===== config.mk =====
export PLATFORM = sky130hd
export DESIGN_NAME = deque_with_undo_last_insert
export DESIGN_NICKNAME = d
export VERILOG_FILES = /design/src/rtl/core/dqu_pkg.sv /design/src/rtl/core/deque_with_undo_last_insert.sv /design/src/rtl/core/dqu_ram.sv /design/src/rtl/core/dqu_ctrl.sv
export VERILOG_INCLUDE_DIRS = /design/src /design/src/rtl/core
export SDC_FILE = /design/constraint.sdc
export NUM_CORES = 1
export LEC_CHECK = 0
export ABC_AREA = 1
export BUFFER_PORTS_ARGS = -buffer_cell sky130_fd_sc_hd__buf_4
export CAP_MARGIN = 20
export CORE_MARGIN = 8
export CORE_UTILIZATION = 50
export CTS_CLUSTER_SIZE = 20
export DETAILED_ROUTE_END_ITERATION = 10
export MAX_ROUTING_LAYER = met4
export PLACE_DENSITY = 0.73
export SLEW_MARGIN = 30
export SYNTH_ARGS = -nofsm -noshare
export SYNTH_HDL_FRONTEND = slang
export SYNTH_SLANG_ARGS = --single-unit

===== constraint.sdc =====
create_clock -name i_clk -period 9.6 [get_ports i_clk]
set_input_delay 1.92 -clock i_clk [delete_from_list [all_inputs] [get_ports i_clk]]
set_output_delay 1.92 -clock i_clk [all_outputs]
set_load 0.1 [all_outputs]

===== src/rtl/core/deque_with_undo_last_insert_defines.svh =====
// -----------------------------------------------------------------------------
// deque_with_undo_last_insert_defines.svh
// Assertion macros used by the deque top module.
// -----------------------------------------------------------------------------
`ifndef DEQUE_WITH_UNDO_LAST_INSERT_DEFINES_SVH
`define DEQUE_WITH_UNDO_LAST_INSERT_DEFINES_SVH

// A condition that must hold at every clock edge outside reset.
`define DQU_ASSERT_ALWAYS(label, cond, msg) \
    label: assert property (@(posedge i_clk) disable iff (!i_rst_n) (cond)) \
        else $error(msg);

// A condition in one cycle that forces another in the same cycle.
`define DQU_ASSERT_SAME(label, ante, cons, msg) \
    label: assert property (@(posedge i_clk) disable iff (!i_rst_n) \
        (ante) |-> (cons)) else $error(msg);

// A condition in one cycle that forces another in the next cycle.
`define DQU_ASSERT_NEXT(label, ante, cons, msg) \
    label: assert property (@(posedge i_clk) disable iff (!i_rst_n) \
        (ante) |=> (cons)) else $error(msg);

`endif


===== src/rtl/core/dqu_pkg.sv =====
// -----------------------------------------------------------------------------
// dqu_pkg
// Types and codes shared by the deque with undo of the last insertion.
// -----------------------------------------------------------------------------
package dqu_pkg;

    // Fixed field widths of the transaction payloads.
    localparam int KIND_W  = 2;
    localparam int DATA_W  = 8;
    localparam int POS_W   = 6;
    localparam int STAT_W  = 2;
    localparam int COUNT_W = 7;

    // Operation codes of an input transaction.
    typedef enum logic [KIND_W-1:0] {
        KIND_PUSH_BACK  = 2'd0,
        KIND_PUSH_FRONT = 2'd1,
        KIND_UNDO       = 2'd2,
        KIND_READ       = 2'd3
    } t_kind;

    // Status codes of a result transaction.
    typedef enum logic [STAT_W-1:0] {
        STATUS_OK         = 2'd0,
        STATUS_UNDO_EMPTY = 2'd1,
        STATUS_PUSH_FULL  = 2'd2,
        STATUS_RANGE      = 2'd3
    } t_status;

    // Result fields that the control logic computes for one transaction.
    typedef struct packed {
        t_status              status;
        logic [COUNT_W-1:0]   entry_count;
        logic                 is_empty;
        logic                 read_ok;
    } t_result;

endpackage


===== src/rtl/core/deque_with_undo_last_insert.sv =====
// -----------------------------------------------------------------------------
// deque_with_undo_last_insert
// Bounded byte deque in a ring buffer with undo of the latest insertion.
//
// Input channel (i_valid/o_ready) carries one operation per transaction:
// push back, push front, undo the newest insertion still held, or read the
// byte at an offset from the front. Output channel (o_valid/i_ready) carries
// exactly one result per input transaction: status, entry count, empty flag
// and the byte read (zero unless a read succeeds).
// The result passes through one input register, then the result register
// together with the registered byte memory read. Throughput is one
// transaction per cycle while the receiver takes results; the fill count
// and front pointer that the next operation needs are updated as each
// transaction advances.
// When the receiver stalls, the result holds and the input register fills;
// o_ready then drops until the result is taken.
// Reset clears the count, the front pointer and both pipeline valids; the
// storage is not cleared, since only held entries are ever read.
// -----------------------------------------------------------------------------
`include "deque_with_undo_last_insert_defines.svh"

module deque_with_undo_last_insert
    import dqu_pkg::*;
#(
    parameter int DEPTH = 64
) (
    input  logic               i_clk,
    input  logic               i_rst_n,
    input  logic               i_valid,
    output logic               o_ready,
    input  logic [KIND_W-1:0]  i_kind,
    input  logic [DATA_W-1:0]  i_data_byte,
    input  logic [POS_W-1:0]   i_position,
    output logic               o_valid,
    input  logic               i_ready,
    output logic [STAT_W-1:0]  o_status,
    output logic [COUNT_W-1:0] o_entry_count,
    output logic               o_is_empty,
    output logic [DATA_W-1:0]  o_read_byte
);

    localparam int AW = (DEPTH > 1) ? $clog2(DEPTH) : 1;

    // Input register.
    logic              r_in_valid;
    t_kind             r_kind;
    logic [DATA_W-1:0] r_data_byte;
    logic [POS_W-1:0]  r_position;

    // Result register.
    logic              r_out_valid;
    t_result           r_res;

    logic              adv;
    logic              in_accept;
    t_result           n_res;
    logic              ram_we;
    logic [AW-1:0]     ram_waddr;
    logic [DATA_W-1:0] ram_wdata;
    logic [AW-1:0]     ram_raddr;
    logic [DATA_W-1:0] ram_rdata;

    // Handshake: the input register moves on when the result slot is free.
    assign adv       = r_in_valid && (!r_out_valid || i_ready);
    assign o_ready   = !r_in_valid || adv;
    assign in_accept = i_valid && o_ready;

    always_ff @(posedge i_clk) begin
        if (!i_rst_n) begin
            r_in_valid <= 1'b0;
        end else if (o_ready) begin
            r_in_valid <= i_valid;
        end
    end

    always_ff @(posedge i_clk) begin
        if (in_accept) begin
            r_kind      <= t_kind'(i_kind);
            r_data_byte <= i_data_byte;
            r_position  <= i_position;
        end
    end

    // Control and pointer logic.
    dqu_ctrl #(
        .DEPTH (DEPTH)
    ) u_ctrl (
        .i_clk       (i_clk),
        .i_rst_n     (i_rst_n),
        .i_adv       (adv),
        .i_kind      (r_kind),
        .i_data_byte (r_data_byte),
        .i_position  (r_position),
        .o_res       (n_res),
        .o_we        (ram_we),
        .o_waddr     (ram_waddr),
        .o_wdata     (ram_wdata),
        .o_raddr     (ram_raddr)
    );

    // Byte storage.
    dqu_ram #(
        .DEPTH (DEPTH)
    ) u_ram (
        .i_clk   (i_clk),
        .i_we    (ram_we),
        .i_waddr (ram_waddr),
        .i_wdata (ram_wdata),
        .i_re    (adv),
        .i_raddr (ram_raddr),
        .o_rdata (ram_rdata)
    );

    // Result register.
    always_ff @(posedge i_clk) begin
        if (!i_rst_n) begin
            r_out_valid <= 1'b0;
        end else if (adv) begin
            r_out_valid <= 1'b1;
        end else if (i_ready) begin
            r_out_valid <= 1'b0;
        end
    end

    always_ff @(posedge i_clk) begin
        if (adv) begin
            r_res <= n_res;
        end
    end

    assign o_valid       = r_out_valid;
    assign o_status      = r_res.status;
    assign o_entry_count = r_res.entry_count;
    assign o_is_empty    = r_res.is_empty;
    assign o_read_byte   = r_res.read_ok ? ram_rdata : '0;

    // Design checks.
    `DQU_ASSERT_NEXT(a_adv_gives_result, adv, r_out_valid,
        "advanced transaction did not reach the result register")
    `DQU_ASSERT_SAME(a_bad_status_no_byte, r_out_valid && (r_res.status != STATUS_OK),
        o_read_byte == '0, "read byte nonzero on a failed transaction")
    `DQU_ASSERT_SAME(a_full_count, r_out_valid && (r_res.status == STATUS_PUSH_FULL),
        r_res.entry_count == COUNT_W'(DEPTH), "push dropped while not full")
    `DQU_ASSERT_SAME(a_undo_empty_flag, r_out_valid && (r_res.status == STATUS_UNDO_EMPTY),
        r_res.is_empty && (r_res.entry_count == '0), "undo ignored while not empty")

endmodule


===== src/rtl/core/dqu_ram.sv =====
// -----------------------------------------------------------------------------
// dqu_ram
// Byte storage of the ring buffer: one write port, one read port, registered
// read data.
// -----------------------------------------------------------------------------
module dqu_ram
    import dqu_pkg::*;
#(
    parameter int DEPTH = 64,
    localparam int AW = (DEPTH > 1) ? $clog2(DEPTH) : 1
) (
    input  logic              i_clk,
    input  logic              i_we,
    input  logic [AW-1:0]     i_waddr,
    input  logic [DATA_W-1:0] i_wdata,
    input  logic              i_re,
    input  logic [AW-1:0]     i_raddr,
    output logic [DATA_W-1:0] o_rdata
);

    logic [DATA_W-1:0] r_mem [DEPTH];
    logic [DATA_W-1:0] r_rdata;

    // Write port.
    always_ff @(posedge i_clk) begin
        if (i_we) begin
            r_mem[i_waddr] <= i_wdata;
        end
    end

    // Read port; the data register holds while the pipeline is stalled.
    always_ff @(posedge i_clk) begin
        if (i_re) begin
            r_rdata <= r_mem[i_raddr];
        end
    end

    assign o_rdata = r_rdata;

endmodule


===== src/rtl/core/dqu_ctrl.sv =====
// -----------------------------------------------------------------------------
// dqu_ctrl
// Front pointer, fill count and push-side stack. Decides each transaction,
// produces its result fields and the byte memory accesses.
// -----------------------------------------------------------------------------
module dqu_ctrl
    import dqu_pkg::*;
#(
    parameter int DEPTH = 64,
    localparam int AW = (DEPTH > 1) ? $clog2(DEPTH) : 1
) (
    input  logic              i_clk,
    input  logic              i_rst_n,
    input  logic              i_adv,
    input  t_kind             i_kind,
    input  logic [DATA_W-1:0] i_data_byte,
    input  logic [POS_W-1:0]  i_position,
    output t_result           o_res,
    output logic              o_we,
    output logic [AW-1:0]     o_waddr,
    output logic [DATA_W-1:0] o_wdata,
    output logic [AW-1:0]     o_raddr
);

    localparam int CW   = $clog2(DEPTH + 1);
    localparam int CMPW = (CW > POS_W) ? CW : POS_W;
    localparam int SW   = ((AW > POS_W) ? AW : POS_W) + 1;

    // Architectural state.
    logic [AW-1:0] r_front, n_front;
    logic [CW-1:0] r_count, n_count;

    // Side stack: the top two bits live in registers, the rest in memory.
    // r_side_rd holds the entry two below the top, whenever the stack has one.
    logic          r_side_top, n_side_top;
    logic          r_side_nxt, n_side_nxt;
    logic          r_side_rd;
    logic          r_side_mem [DEPTH];
    logic          side_we;
    logic [CW-1:0] side_cnt;
    logic [CW-1:0] side_raddr;

    logic          full;
    logic          empty;
    logic [SW-1:0] back_sum;
    logic [SW-1:0] read_sum;
    logic [AW-1:0] back_slot;
    logic [AW-1:0] read_slot;
    logic [AW-1:0] front_dec;
    logic [AW-1:0] front_inc;

    assign full  = (r_count == CW'(DEPTH));
    assign empty = (r_count == '0);

    // Ring slot arithmetic; both sums stay below twice the depth when DEPTH >= 64.
    always_comb begin
        back_sum = SW'(r_front) + SW'(r_count);
        if (back_sum >= SW'(DEPTH)) begin
            back_sum = back_sum - SW'(DEPTH);
        end
        read_sum = SW'(r_front) + SW'(i_position);
        if (read_sum >= SW'(DEPTH)) begin
            read_sum = read_sum - SW'(DEPTH);
        end
    end

    assign back_slot = back_sum[AW-1:0];
    assign read_slot = read_sum[AW-1:0];
    assign front_dec = (r_front == '0) ? AW'(DEPTH - 1) : (r_front - AW'(1));
    assign front_inc = (r_front == AW'(DEPTH - 1)) ? '0 : (r_front + AW'(1));

    // Decision for the transaction in the input register.
    always_comb begin
        n_front          = r_front;
        n_count          = r_count;
        n_side_top       = r_side_top;
        n_side_nxt       = r_side_nxt;
        side_we          = 1'b0;
        o_we             = 1'b0;
        o_waddr          = back_slot;
        o_res.status     = STATUS_OK;
        o_res.read_ok    = 1'b0;
        case (i_kind)
            KIND_PUSH_BACK, KIND_PUSH_FRONT: begin
                if (full) begin
                    o_res.status = STATUS_PUSH_FULL;
                end else begin
                    o_we       = i_adv;
                    side_we    = i_adv;
                    n_count    = r_count + CW'(1);
                    n_side_top = (i_kind == KIND_PUSH_FRONT);
                    n_side_nxt = r_side_top;
                    if (i_kind == KIND_PUSH_FRONT) begin
                        n_front = front_dec;
                        o_waddr = front_dec;
                    end
                end
            end
            KIND_UNDO: begin
                if (empty) begin
                    o_res.status = STATUS_UNDO_EMPTY;
                end else begin
                    n_count    = r_count - CW'(1);
                    n_side_top = r_side_nxt;
                    n_side_nxt = r_side_rd;
                    if (r_side_top) begin
                        n_front = front_inc;
                    end
                end
            end
            KIND_READ: begin
                if (CMPW'(i_position) >= CMPW'(r_count)) begin
                    o_res.status = STATUS_RANGE;
                end else begin
                    o_res.read_ok = 1'b1;
                end
            end
            default: begin
                o_res.status = STATUS_OK;
            end
        endcase
        o_res.entry_count = COUNT_W'(n_count);
        o_res.is_empty    = (n_count == '0);
    end

    assign o_wdata = i_data_byte;
    assign o_raddr = read_slot;

    // Address of the side entry two below the top that holds after this edge.
    // Without an advance the count stays, so the cached entry must stay too.
    assign side_cnt   = i_adv ? n_count : r_count;
    assign side_raddr = (side_cnt >= CW'(3)) ? (side_cnt - CW'(3)) : '0;

    // State registers.
    always_ff @(posedge i_clk) begin
        if (!i_rst_n) begin
            r_front <= '0;
            r_count <= '0;
        end else if (i_adv) begin
            r_front <= n_front;
            r_count <= n_count;
        end
    end

    // Cached top of the side stack.
    always_ff @(posedge i_clk) begin
        if (i_adv) begin
            r_side_top <= n_side_top;
            r_side_nxt <= n_side_nxt;
        end
    end

    // Side stack memory: a push writes at the old count.
    always_ff @(posedge i_clk) begin
        if (side_we) begin
            r_side_mem[r_count[AW-1:0]] <= n_side_top;
        end
        r_side_rd <= r_side_mem[side_raddr[AW-1:0]];
    end

endmodule


==> summary.md <==
| Metric | Value |
|---|---|
| IO buf count | 39 |
| Core Footprint | 53600 um2 |
| Maximum vdd drop | 0.115 mV |
| Clock sinks | 629 |
| # rows | 85 |
| TritonCTS Buffers | 66 |
| Total Routing Usage GR | 21.4% |
| Yosys cell types | 52 |
| Clock skew | 0.0181 ns |
| Maximum clock insertion buffer count | 3 |
| DRC Markers | 0 |
| Worst setup path class | reg -> reg |
| Post-place setup slack | 4.32 ns |
| Compound-gate portion of the synthesized area | 8.39% |
| CTS clk-pin slew, worst paths | 0.06 ns |
| Leak Pwr | 10.3 nW |
| Adder-cell share of the synthesized area | 1.17% |
| #FFs+latches synth | 629 |
| Simple-Gate Fraction of Synth Area | 14.4% |
| Post-Syn Instances | 2188 |
| Max-cap violations | 0 |
| Nets | 2229 |
| Grt ovf | 0 |
| Vias post-DR | 17500 |
| Multiplexer share of the synthesized area | 2.37% |
| Syn_area_per_cell | 12.3 um2 |
| Initial Util | 50.3% |
| Post-DR wirelength/cell | 21.9 um |
| TritonRoute pass-1 iters | 9 |
| Crit share post-route | 49.8% |
| Die Width | 248 um |
| Cell taking the most area after synthesis | edfxtp_1 |
| Global-route wire length before repair | 98.0 mm |
| EDFF count, synth | 613 |
| Dominant combinational cell family by area after synthesis | simple AND/OR/NAND/NOR gates |
| Post-synthesis sequential area ratio | 69.4% |
| Final setup margin | 4.82 ns |
| Synth Net Count | 2232 |
| Synth Area in XOR/XNOR | 0.617% |
| Die height | 248 um |
| Fmax achieved | 0.209 GHz |
| Cts repair resizes | 0 |
| Largest net degree at the start of global routing | 115 |
| Antenna cell count | 0 |
| Via density | 5.98 |
| Arrival time worst endpoint | 5.27 ns |
| Status | finished clean |
| Share of cells above drive strength 1 | 10.1% |
| CP max FO | 43 |
| Synth warn | 0 |
| Synth top area share | 68.2% |
| Hold-fix buffers, CTS | 0 |
| Worst-Skew Late Latency | 0.61 ns |
| Final min period | 4.78 ns |
| Worst hold-check path type | reg -> reg |
| Die ar. | 61600 um2 |
| I/O pin count | 40 |
| Pwr Density | 215 nW/um2 |
| Synthesized cell area | 27000 um2 |
| CTS Root Cell | clkbuf_16 |
| Initial DRC Count | 2047 |
| WP data required | 10.09 ns |
| Vias in the first global route | 16800 |
| FILL cells | 4307 |
| Startpoint type of the worst setup path | register |
| Initial antenna violation count | 0 |
| Slew Limit Headroom | 38.7% |
| Post-CTS Setup Bufs | 0 |
| Antenna-violating nets left | 0 |
| Post-DP HPWL | 37.9 mm |
| Slew Viols, Final | 0 |
| Layout area overhead | 10.9% |
| CTS tree | built |
| Slew @ Worst Pin | 0.920 ns |
| Worst setup EP type | register |
| GPL Wtd Cong | 0.891 |
| Final hold vios | 0 |
| Synth area leaders | edfxtp_1, nor2_1, nand2_1, o21ai_0, nand3_1 |
| Drt total wl | 64.1 mm |
| Synth Flop Type | edfxtp_1 |
| Async SR Flop Fraction | 0% |
| Fin Setup TNS | 0 ns |
| CTS H-tree depth | 3 |
| Endpoints failing setup | 0 |
| RSZ-0062 raised after global routing | false |
==> worst max-delay path: stages (launching register included) <==
cell and delay (ns):
dfxtp_1 0.73, inv_1 0.28, ha_1 0.30, nand2_2 0.11, nor2_4 0.05, nand3_1 0.16
nand2_1 0.09, nand2_1 0.10, nand3_1 0.16, nand2_2 0.57, inv_1 0.10, ha_1 0.24
inv_1 0.11, nand3_2 0.11, nor2_4 0.11, nand3_4 0.34, nand2_2 0.52, nand2_1 0.10
nand3_1 0.09, nand3_1 0.08, nand3_1 0.08, nand3_1 0.08, nand3_1 0.09, nand2_1 0.05
==> synth_stat cells, drive strengths merged, types with 11 or more instances <==
cell type,n
mux2i,64
buf,47
o221ai,64
xor2,15
a31oi,11
nand3,153
inv,89
o32ai,64
nand3b,26
a21oi,24
dfxtp,16
clkbuf,85
edfxtp,613
ha,22
nor2,464
nand2,225
o21ai,157
==> cell type report <==
class | count | area [um2] | share of cell area, %
clock inverter | 41 | 415 | 1.39
inverter | 92 | 352 | 1.18
timing repair buffer | 61 | 478 | 1.60
multi-input combinational | 1335 | 7330 | 24.5
sequential | 629 | 18700 | 62.6
clock buffer | 76 | 1730 | 5.79
tap | 696 | 871 | 2.91
==> sequential cells by signal (all words and copies together), names as in the netlist, 2 cells and up <==
| signal | cells |
|---|---|
| r_kind | 2 |
| r_position | 6 |
| u_ctrl.r_count | 7 |
| u_ram.o_rdata | 8 |
| u_ram.r_mem | 512 |
| o_entry_count | 7 |
| u_ctrl.r_side_mem | 64 |
| o_status | 2 |
| r_data_byte | 8 |
| u_ctrl.r_front | 6 |
==> metal layers <==
| metal | wire length [um] | part of all wire [%] | global-route usage, % |
|---|---|---|---|
| met4 | 2500 | 3.9 | 9.52 |
| met2 | 29600 | 46 | 32.4 |
| met1 | 26600 | 41 | 27.8 |
| met5 | 0 | 0 | - |
| met3 | 5440 | 8.5 | 4.44 |
==> path summary, 6_finish.rpt <==
path	startpoint	endpoint	slack (ns)	cells after the start
worst max-delay path	u_ctrl.r_count[1]	u_ctrl.r_side_rd	4.82	23
worst min-delay path	o_valid	o_valid	0.54	2
worst max register to register	u_ctrl.r_count[1]	u_ctrl.r_side_rd	4.82	23
worst min register to register	o_valid	o_valid	0.54	2
==> cell usage in the layout, fill, tap and decap left out, types with 3 or more instances in the layout <==
master      count
xor2_1         12
clkbuf_1        8
nand4_1         6
mux2i_1        64
nand2_2        16
clkinvlp_4      3
nand3_2         5
clkinv_1       16
nand3_4         3
bufinv_16       7
nor2_1        449
xnor2_1         4
o221ai_1       64
a21oi_1        24
buf_4          60
o21a_1          3
clkinv_2       14
nor3_1          3
clkbuf_16      68
o21ai_2         4
a221oi_1        8
o21ai_0       151
nor2_2         10
inv_1          79
dfxtp_1        16
or2_2           8
ha_1           21
a31oi_1        11
edfxtp_1      613
nand2_1       206
nor2_4          5
nand3b_1       26
nand3_1       145
inv_2           9
o32ai_1        64
==> where the power goes <==
| part | internal [W] | switching, W | total [W] | leakage (nW) |
|---|---|---|---|---|
| registers | 0.00305 | 0.0000201 | 0.00307 | 5.66 |
| clock network | 0.00149 | 0.00105 | 0.00254 | 1.05 |
| logic | 0.000229 | 0.000585 | 0.000814 | 3.56 |
| total | 0.00477 | 0.00165 | 0.00642 | 10.3 |
==> cells by family after synthesis <==
family | count (synthesis)
multiplexers | 64
AND/OR/NAND/NOR | 889
flip-flops | 629
AO/OA/AOI/OAI | 339
buffers and inverters | 224
adder cells (fa/ha/maj) | 24
XOR/XNOR | 19
==> metrics by stage <==
step                      utilization, %  hold slack (ns)  power [W]  area (um2)  instances
after floorplan                        -            0.484    0.00371       27000       2188
after global placement              51.7            0.515    0.00390       27700       2812
after detailed placement            51.8            0.526    0.00393       27800       2813
after CTS                           55.8            0.539    0.00645       29900       2930
after global routing                55.8            0.583    0.00662       29900       2930
final                               55.8            0.535    0.00642       29900       2930
Power figures use the tool's default switching activity.
